File: src/sv/ise_pkg.sv
// Shared widths and codes for the interpolation search engine.
// No dependencies; every other file refers to it by scoped names.
package ise_pkg;

   localparam int KEY_W     = 32;
   localparam int POS_W     = 5;
   localparam int CSR_W     = 6;
   localparam int REQ_DATA_W = 40;
   localparam int RSP_DATA_W = 8;

   localparam logic [CSR_W-1:0] ENTRIES_RESET = 6'd32;

   localparam logic KIND_WRITE  = 1'b0;
   localparam logic KIND_SEARCH = 1'b1;

endpackage

File: src/sv/ise_table.sv
// Value table of the interpolation search engine: one write port, one
// registered read port. Depends on ise_pkg for the value width.
module ise_table #(
   parameter int DEPTH = 32,
   parameter int AW    = 5
) (
   input  logic                              clock,
   input  logic                              wr_en,
   input  logic [AW-1:0]                     wr_addr,
   input  logic signed [ise_pkg::KEY_W-1:0]  wr_data,
   input  logic [AW-1:0]                     rd_addr,
   output logic signed [ise_pkg::KEY_W-1:0]  rd_data_ff
);

   logic signed [ise_pkg::KEY_W-1:0] mem [DEPTH];

   // store one entry
   always_ff @(posedge clock) begin
      if (wr_en) begin
         mem[wr_addr] <= wr_data;
      end
   end

   // registered read
   always_ff @(posedge clock) begin
      rd_data_ff <= mem[rd_addr];
   end

endmodule

File: src/sv/ise_divider.sv
// Probe offset unit: one registered multiply, then a restoring divide that
// yields one quotient bit per cycle. Depends on ise_pkg for the value width.
module ise_divider #(
   parameter int IDX_W = 5
) (
   input  logic                          clock,
   input  logic                          reset,
   input  logic                          start,
   input  logic [IDX_W-1:0]              span,
   input  logic [ise_pkg::KEY_W-1:0]     diff,
   input  logic [ise_pkg::KEY_W-1:0]     den,
   output logic                          done_ff,
   output logic [IDX_W-1:0]              quot_ff
);

   localparam int PW = IDX_W + ise_pkg::KEY_W;
   localparam int CW = $clog2(IDX_W + 1);

   logic                       busy_ff;
   logic                       mul_ff;
   logic [IDX_W-1:0]           span_ff;
   logic [ise_pkg::KEY_W-1:0]  diff_ff;
   logic [PW-1:0]              rem_ff;
   logic [PW-1:0]              den_sh_ff;
   logic [CW-1:0]              cnt_ff;
   logic [PW-1:0]              prod;
   logic                       ge;

   assign prod = span_ff * diff_ff;
   assign ge   = (rem_ff >= den_sh_ff);

   // control: capture, multiply, then one quotient bit per cycle
   always_ff @(posedge clock) begin
      if (reset) begin
         busy_ff <= 1'b0;
         mul_ff  <= 1'b0;
         done_ff <= 1'b0;
      end else begin
         done_ff <= 1'b0;
         if (start) begin
            busy_ff <= 1'b1;
            mul_ff  <= 1'b1;
         end else if (busy_ff && mul_ff) begin
            mul_ff <= 1'b0;
         end else if (busy_ff && (cnt_ff == CW'(1))) begin
            busy_ff <= 1'b0;
            done_ff <= 1'b1;
         end
      end
   end

   // datapath
   always_ff @(posedge clock) begin
      if (start) begin
         span_ff   <= span;
         diff_ff   <= diff;
         den_sh_ff <= PW'(den) << (IDX_W - 1);
         quot_ff   <= '0;
         cnt_ff    <= CW'(IDX_W);
      end else if (busy_ff && mul_ff) begin
         rem_ff <= prod;
      end else if (busy_ff) begin
         if (ge) begin
            rem_ff <= rem_ff - den_sh_ff;
         end
         quot_ff   <= (quot_ff << 1) | IDX_W'(ge);
         den_sh_ff <= den_sh_ff >> 1;
         cnt_ff    <= cnt_ff - CW'(1);
      end
   end

endmodule

File: src/sv/interpolation_search_engine_unit.sv
// Interpolation search engine over a table of signed 32-bit values.
// A write transfer gives no result. A search answers on rsp_tvalid; each probe
// costs three table reads and, unless the range is flat, one bit-per-cycle divide.
// One item is in work at a time; the next can be taken in the same cycle that the
// result is offered. Synchronous reset clears control state and sets entries_in_use
// to 32; table contents are undefined.
module interpolation_search_engine_unit #(
   parameter int TABLE_DEPTH = 32
) (
   input  logic                                clock,
   input  logic                                reset,
   input  logic                                req_tvalid,
   output logic                                req_tready,
   input  logic                                req_tuser,   // kind
   input  logic [ise_pkg::REQ_DATA_W-1:0]      req_tdata,   // entry_index[4:0], value[36:5]
   output logic                                rsp_tvalid,
   input  logic                                rsp_tready,
   output logic                                rsp_tuser,   // found
   output logic [ise_pkg::RSP_DATA_W-1:0]      rsp_tdata,   // found_index[4:0]
   input  logic                                csr_we,
   input  logic [ise_pkg::CSR_W-1:0]           csr_wdata
);

   localparam int IDX_W = (TABLE_DEPTH > 1) ? $clog2(TABLE_DEPTH) : 1;
   localparam int SW    = IDX_W + 2;
   localparam int KW    = ise_pkg::KEY_W;
   localparam int PW    = ise_pkg::POS_W;

   localparam logic [2:0] S_IDLE   = 3'd0;
   localparam logic [2:0] S_RD_LO  = 3'd1;
   localparam logic [2:0] S_RD_HI  = 3'd2;
   localparam logic [2:0] S_CHECK  = 3'd3;
   localparam logic [2:0] S_DIV    = 3'd4;
   localparam logic [2:0] S_RD_P   = 3'd5;
   localparam logic [2:0] S_CMP    = 3'd6;
   localparam logic [2:0] S_RESULT = 3'd7;

   logic [2:0]                state_ff, state_in;
   logic [ise_pkg::CSR_W-1:0] entries_ff;
   logic signed [SW-1:0]      lo_ff, lo_in;
   logic signed [SW-1:0]      hi_ff, hi_in;
   logic [IDX_W-1:0]          probe_ff, probe_in;
   logic signed [KW-1:0]      key_ff, key_in;
   logic signed [KW-1:0]      vlo_ff, vlo_in;
   logic                      hit_ff, hit_in;
   logic                      rsp_valid_ff;
   logic                      rsp_found_ff;
   logic [PW-1:0]             rsp_index_ff;

   logic                      req_xfer;
   logic [PW-1:0]             req_pos;
   logic signed [KW-1:0]      req_value;
   logic                      tbl_we;
   logic [IDX_W-1:0]          rd_addr;
   logic signed [KW-1:0]      rd_data;
   logic signed [SW-1:0]      n_use;
   logic signed [SW-1:0]      probe_ext;
   logic signed [SW-1:0]      next_lo;
   logic signed [SW-1:0]      next_hi;
   logic                      div_start;
   logic                      div_done;
   logic [IDX_W-1:0]          div_quot;
   logic [KW-1:0]             key_diff;
   logic [KW-1:0]             val_span;
   logic                      out_free;

   assign req_pos    = req_tdata[PW-1:0];
   assign req_value  = req_tdata[PW+KW-1:PW];
   assign req_tready = (state_ff == S_IDLE);
   assign req_xfer   = req_tvalid && req_tready;
   assign tbl_we     = req_xfer && (req_tuser == ise_pkg::KIND_WRITE)
                       && (32'(req_pos) < TABLE_DEPTH);
   assign out_free   = !rsp_valid_ff || rsp_tready;

   assign rsp_tvalid = rsp_valid_ff;
   assign rsp_tuser  = rsp_found_ff;
   assign rsp_tdata  = ise_pkg::RSP_DATA_W'(rsp_index_ff);

   // clamp the entry count to the table depth
   always_comb begin
      if (32'(entries_ff) > TABLE_DEPTH) begin
         n_use = SW'(TABLE_DEPTH);
      end else begin
         n_use = SW'(entries_ff);
      end
   end

   // unsigned distances; both are non-negative once the range check passed
   assign key_diff  = key_ff - vlo_ff;
   assign val_span  = rd_data - vlo_ff;
   assign probe_ext = SW'(probe_ff);
   assign next_lo   = probe_ext + SW'(1);
   assign next_hi   = probe_ext - SW'(1);

   // pick the table read address for each step
   always_comb begin
      unique case (state_ff)
         S_RD_LO: rd_addr = lo_ff[IDX_W-1:0];
         S_RD_HI: rd_addr = hi_ff[IDX_W-1:0];
         default: rd_addr = probe_ff;
      endcase
   end

   ise_table #(
      .DEPTH (TABLE_DEPTH),
      .AW    (IDX_W)
   ) u_table (
      .clock      (clock),
      .wr_en      (tbl_we),
      .wr_addr    (IDX_W'(req_pos)),
      .wr_data    (req_value),
      .rd_addr    (rd_addr),
      .rd_data_ff (rd_data)
   );

   ise_divider #(
      .IDX_W (IDX_W)
   ) u_divider (
      .clock   (clock),
      .reset   (reset),
      .start   (div_start),
      .span    (IDX_W'(hi_ff - lo_ff)),
      .diff    (key_diff),
      .den     (val_span),
      .done_ff (div_done),
      .quot_ff (div_quot)
   );

   // search sequencer
   always_comb begin
      state_in  = state_ff;
      lo_in     = lo_ff;
      hi_in     = hi_ff;
      probe_in  = probe_ff;
      key_in    = key_ff;
      vlo_in    = vlo_ff;
      hit_in    = hit_ff;
      div_start = 1'b0;
      unique case (state_ff)
         S_IDLE: begin
            if (req_xfer && (req_tuser == ise_pkg::KIND_SEARCH)) begin
               key_in = req_value;
               lo_in  = '0;
               hi_in  = n_use - SW'(1);
               hit_in = 1'b0;
               if (n_use == '0) begin
                  state_in = S_RESULT;
               end else begin
                  state_in = S_RD_LO;
               end
            end
         end
         S_RD_LO: state_in = S_RD_HI;
         S_RD_HI: begin
            vlo_in   = rd_data;
            state_in = S_CHECK;
         end
         S_CHECK: begin
            // key outside the end values: not found
            if ((key_ff < vlo_ff) || (key_ff > rd_data)) begin
               state_in = S_RESULT;
            end else if (rd_data == vlo_ff) begin
               probe_in = lo_ff[IDX_W-1:0];
               state_in = S_RD_P;
            end else begin
               div_start = 1'b1;
               state_in  = S_DIV;
            end
         end
         S_DIV: begin
            if (div_done) begin
               probe_in = IDX_W'(lo_ff + SW'(div_quot));
               state_in = S_RD_P;
            end
         end
         S_RD_P: state_in = S_CMP;
         S_CMP: begin
            // narrow the range around the probe
            if (rd_data == key_ff) begin
               hit_in   = 1'b1;
               state_in = S_RESULT;
            end else if (rd_data < key_ff) begin
               lo_in    = next_lo;
               state_in = (next_lo <= hi_ff) ? S_RD_LO : S_RESULT;
            end else begin
               hi_in    = next_hi;
               state_in = (lo_ff <= next_hi) ? S_RD_LO : S_RESULT;
            end
         end
         S_RESULT: begin
            if (out_free) begin
               state_in = S_IDLE;
            end
         end
         default: state_in = S_IDLE;
      endcase
   end

   // control registers
   always_ff @(posedge clock) begin
      if (reset) begin
         state_ff     <= S_IDLE;
         entries_ff   <= ise_pkg::ENTRIES_RESET;
         rsp_valid_ff <= 1'b0;
      end else begin
         state_ff <= state_in;
         if (csr_we) begin
            entries_ff <= csr_wdata;
         end
         if ((state_ff == S_RESULT) && out_free) begin
            rsp_valid_ff <= 1'b1;
         end else if (rsp_tready) begin
            rsp_valid_ff <= 1'b0;
         end
      end
   end

   // working and result payload
   always_ff @(posedge clock) begin
      lo_ff    <= lo_in;
      hi_ff    <= hi_in;
      probe_ff <= probe_in;
      key_ff   <= key_in;
      vlo_ff   <= vlo_in;
      hit_ff   <= hit_in;
      if ((state_ff == S_RESULT) && out_free) begin
         rsp_found_ff <= hit_ff;
         rsp_index_ff <= hit_ff ? PW'(probe_ff) : '0;
      end
   end

endmodule

File: config.mk
export PLATFORM = sky130hd
export DESIGN_NAME = interpolation_search_engine_unit
export DESIGN_NICKNAME = d
export VERILOG_FILES = /design/src/sv/ise_pkg.sv /design/src/sv/ise_table.sv /design/src/sv/ise_divider.sv /design/src/sv/interpolation_search_engine_unit.sv
export SDC_FILE = /design/constraint.sdc
export NUM_CORES = 2
export LEC_CHECK = 0
export ABC_CLOCK_PERIOD_IN_PS = 10790
export BUFFER_PORTS_ARGS = -buffer_cell sky130_fd_sc_hd__buf_2
export CELL_PAD_IN_SITES_DETAIL_PLACEMENT = 0
export CELL_PAD_IN_SITES_GLOBAL_PLACEMENT = 1
export CORE_UTILIZATION = 30
export DETAILED_ROUTE_END_ITERATION = 8
export PLACE_DENSITY_LB_ADDON = 0.05
export SLEW_MARGIN = 10
export SYNTH_ARGS = -nofsm -noshare
export SYNTH_HDL_FRONTEND = slang
export SYNTH_SLANG_ARGS = --single-unit
File: constraint.sdc
create_clock -name clock -period 10.79 [get_ports clock]
set_clock_uncertainty 0.1 [all_clocks]
set_input_delay 1.079 -clock clock [delete_from_list [all_inputs] [get_ports clock]]
set_output_delay 1.079 -clock clock [all_outputs]
set_load 0.02 [all_outputs]
==> flow_summary_export.csv <==
group,metric,value,unit
power_and_ir_drop,p_leak,23.8,nW
outcome,status,"finished clean",
setup_path,cp-start-kind,"register",
die,dieHeight,448,um
min_path,hold_start,"u_divider.den_sh_ff[0]",
layout,finalNonFillerCells,6762,
die,initial_core_util,0.302,
min_path,holdPathStages,2,
clock_tree,postCtsSetupRepairBufs,0,
timing,timing_hold_violations_final,0,
clock_tree,cts-htree-levels,4,
yosys,ys_seq_area_frac,0.632,
yosys,synth.area.top_cells,"edfxtp_1, mux4_2, ha_1",
yosys,synth-edff-count,1219,
clock_tree,cts_resized,0,
layout,drive_above_1_share,0.174,
run,cap_violations,0,
timing,period_minus_slack,6.05,ns
layout,syn_to_final_growth,14.6,%
setup_path,cp_slowest_cell,"edfxtp_1",
setup_path,crit_type,"reg2reg",
setup_path,critPathCaptureType,"register",
die,die_x,448,um
min_path,hold_class,"reg2reg",
die,rows,163,
die,core-area,198000,um^2
timing,slew_violations,0,
timing,worst_hold_slack,0.363,ns
min_path,hold_path_end,"u_divider.den_sh_ff[0]",
timing,slew_headroom,0.141,
setup_path,reg2reg_slack,4.74,ns
setup_path,worstPathRequired,11.24,ns
clock_tree,clock-root-buffer,"clkbuf_16",
setup_path,arrival,6.50,ns
global_routing,grtUsageTotal,0.174,
timing,finalWorstSetupSlack,4.74,ns
timing,period_share,0.561,
layout,fin_nets,4337,
die,dieArea,201000,um^2
place,place_ws,4.53,ns
global_routing,grt_pass1_wl,250000,um
die,ios,63,
clock_tree,cts_sinks,1276,
place,dp_hpwl,106000,um
place,place_inst,6472,
setup_path,path_max_fanout,32,
place,numPortBuffers,56,
setup_path,reg2reg_depth,17,
timing,rsz0062_at_grt,"no",
yosys,netlist_area,59700,um^2
timing,fmax,0.165,GHz
yosys,async_reset_ff_frac,0,
route,drc,0,
yosys,synth.largest_area_cell,"edfxtp_1",
yosys,synth-main-ff-cell,"edfxtp_1",
route,drt_iter0_drc,2018,
yosys,synthCells,3863,
global_routing,grt_max_degree,90,
yosys,synth.distinct_cells,78,
setup_path,max_stage_delay,1.05,ns
yosys,yosys.area.top_type_share,0.613,
clock_tree,numCtsBuffers,153,
clock_tree,tritoncts,"done",
clock_tree,cts_hold_buf,0,
route,ant_nets,0,
timing,setup_viol,0,
timing,max_slew.worst_pin.slew,1.29,ns
clock_tree,clockBufferDepth,3,
route,vias,32500,
yosys,syn_area_per_cell,15.5,um^2
route,avgViaCountPerCell,4.80,
setup_path,crit_chain,"and2_1, fa_1, fa_1, inv_1, fa_1, inv_1, ha_1, a21oi_1, o21ai_0, or3_1, o21ai_0, o311ai_0, buf_4, a31oi_1, o21ai_0, a211o_1, a31o_2",
clock_tree,clock_latency,0.81,ns
route,drt_first_pass_iters,5,
timing,tns,0,ns
yosys,ys_ff_latch,1276,
route,wl,172000,um
power_and_ir_drop,finalPower,16.1,mW
route,routedWlPerCell,25.4,um
place,gp_congestion,0.748,
setup_path,r2r_end,"u_divider.rem_ff[31]",
global_routing,grt_overflow,0,
setup_path,reg2reg_from,"u_divider.span_ff[3]",
clock_tree,clk_pin_slew,0.06,ns
yosys,yosys_warnings,0,
global_routing,antenna_found_initial,13,
global_routing,grt_pass1_vias,35000,
power_and_ir_drop,peakVddDrop,0.162,mV
power_and_ir_drop,powerDensity,235,nW/um^2
==> worst max-delay path: cells and delay by family (launching register included) <==
kind | cells | cell delay (ns)
AO/OA/AOI/OAI | 8 | 2.04
adder cells (fa/ha/maj) | 4 | 1.73
flip-flops | 1 | 1.05
AND/OR/NAND/NOR | 2 | 0.58
buffers and inverters | 3 | 0.29
==> per-stage QoR <==
stage | area [um^2] | utilization
after detailed placement | 63500 | 0.321
after global routing | 68400 | 0.346
after floorplan | 59700 | -
final | 68500 | 0.346
after global placement | 63500 | 0.321
after CTS | 68400 | 0.346
==> where the power goes <==
part | switching, mW | leakage (nW) | internal [mW]
logic | 2.90 | 9.98 | 2.18
registers | 0.244 | 11.5 | 5.72
clock network | 2.12 | 2.40 | 2.96
==> synth_stat cells (12+ instances only) <==
| cell type | count |
|---|---|
| o21a_1 | 24 |
| nor2_1 | 162 |
| mux4_2 | 256 |
| fa_1 | 95 |
| clkbuf_1 | 94 |
| ha_1 | 203 |
| dfxtp_1 | 57 |
| nand2b_1 | 33 |
| o21ai_0 | 131 |
| buf_2 | 27 |
| nor2b_1 | 27 |
| a21oi_1 | 190 |
| and2_1 | 136 |
| mux2i_1 | 101 |
| and3_1 | 12 |
| xnor2_1 | 71 |
| nand3_1 | 40 |
| inv_1 | 276 |
| a21o_1 | 57 |
| a31oi_1 | 17 |
| nand4_1 | 17 |
| nor3_1 | 31 |
| mux2_2 | 66 |
| o211ai_1 | 51 |
| edfxtp_1 | 1219 |
| a211oi_1 | 18 |
| buf_1 | 20 |
| nand2_1 | 226 |
| xor2_1 | 53 |
==> how the worst max path moves through the flow <==
stage / start / to / slack (ns) / cells past startpoint
after floorplan: u_divider.span_ff[2] / u_divider.rem_ff[33] / 5.66 / 18
after global placement: u_divider.span_ff[3] / u_divider.rem_ff[31] / 4.59 / 17
after detailed placement: u_divider.span_ff[2] / u_divider.rem_ff[31] / 4.53 / 16
after CTS: u_divider.span_ff[2] / u_divider.rem_ff[31] / 4.53 / 16
after global routing: u_divider.span_ff[3] / u_divider.rem_ff[35] / 4.21 / 17
final: u_divider.span_ff[3] / u_divider.rem_ff[31] / 4.74 / 17
==> cells by family after synthesis <==
kind of cell	share of synthesized area
other	0.0000628
adders and majority gates	0.0744
buffers and inverters	0.0283
DFF	0.632
xor gates and xnor gates	0.0182
AOI/OAI and AO/OA	0.0623
muxes	0.126
and+or+nand+nor	0.0590
==> layer usage <==
metal | track usage | part of all wire | vias to the layer above
li1 | - | - | 15000
met1 | 0.233 | 0.46 | 16800
met2 | 0.289 | 0.48 | 423
met3 | 0.0313 | 0.035 | 219
met4 | 0.0431 | 0.022 | 8
met5 | 0 | 0.00032 | -
==> cells in the final DEF (no fill, tap or decap), types with 18 or more instances in the layout <==
master and n:
edfxtp_1 1219, inv_1 275, mux4_2 256, nand2_1 226
ha_1 203, a21oi_1 190, clkbuf_16 157, and2_1 136
o21ai_0 131, nor2_1 129, mux2i_1 101, fa_1 95
xnor2_1 71, mux2_2 66, a21o_1 57, dfxtp_1 57
buf_2 56, xor2_1 53, buf_4 52, o211ai_1 51
nand3_1 40, clkbuf_1 40, nand2b_1 33, nor2_4 33
clkinv_1 32, nor3_1 31, nor2b_1 26, clkinv_2 26
o21a_1 24, a211oi_1 18
==> final cells by class <==
cell class                      instances  area, um^2
Clock buffer                          202        4150
Clock inverter                         83         771
Multi-Input combinational cell       2163       20600
Sequential cell                      1276       37700
Tap cell                             2640        3300
Timing Repair Buffer                  115         811
Fill cell                           19100      129000
Antenna cell                            5        12.5
Inverter                              278        1050
==> flip-flops by register name (all words and copies together) (netlist names), 3 cells and up <==
| register | count |
|---|---|
| u_divider.cnt_ff | 3 |
| key_ff | 32 |
| lo_ff | 6 |
| u_table.rd_data_ff | 32 |
| u_divider.den_sh_ff | 36 |
| entries_ff | 6 |
| u_divider.quot_ff | 5 |
| u_divider.rem_ff | 37 |
| vlo_ff | 32 |
| u_table.mem | 1024 |
| hi_ff | 7 |
| state_ff | 3 |
| rsp_index_ff | 5 |
| u_divider.diff_ff | 32 |
| probe_ff | 5 |
| u_divider.span_ff | 5 |
Power figures use the tool's default switching activity.
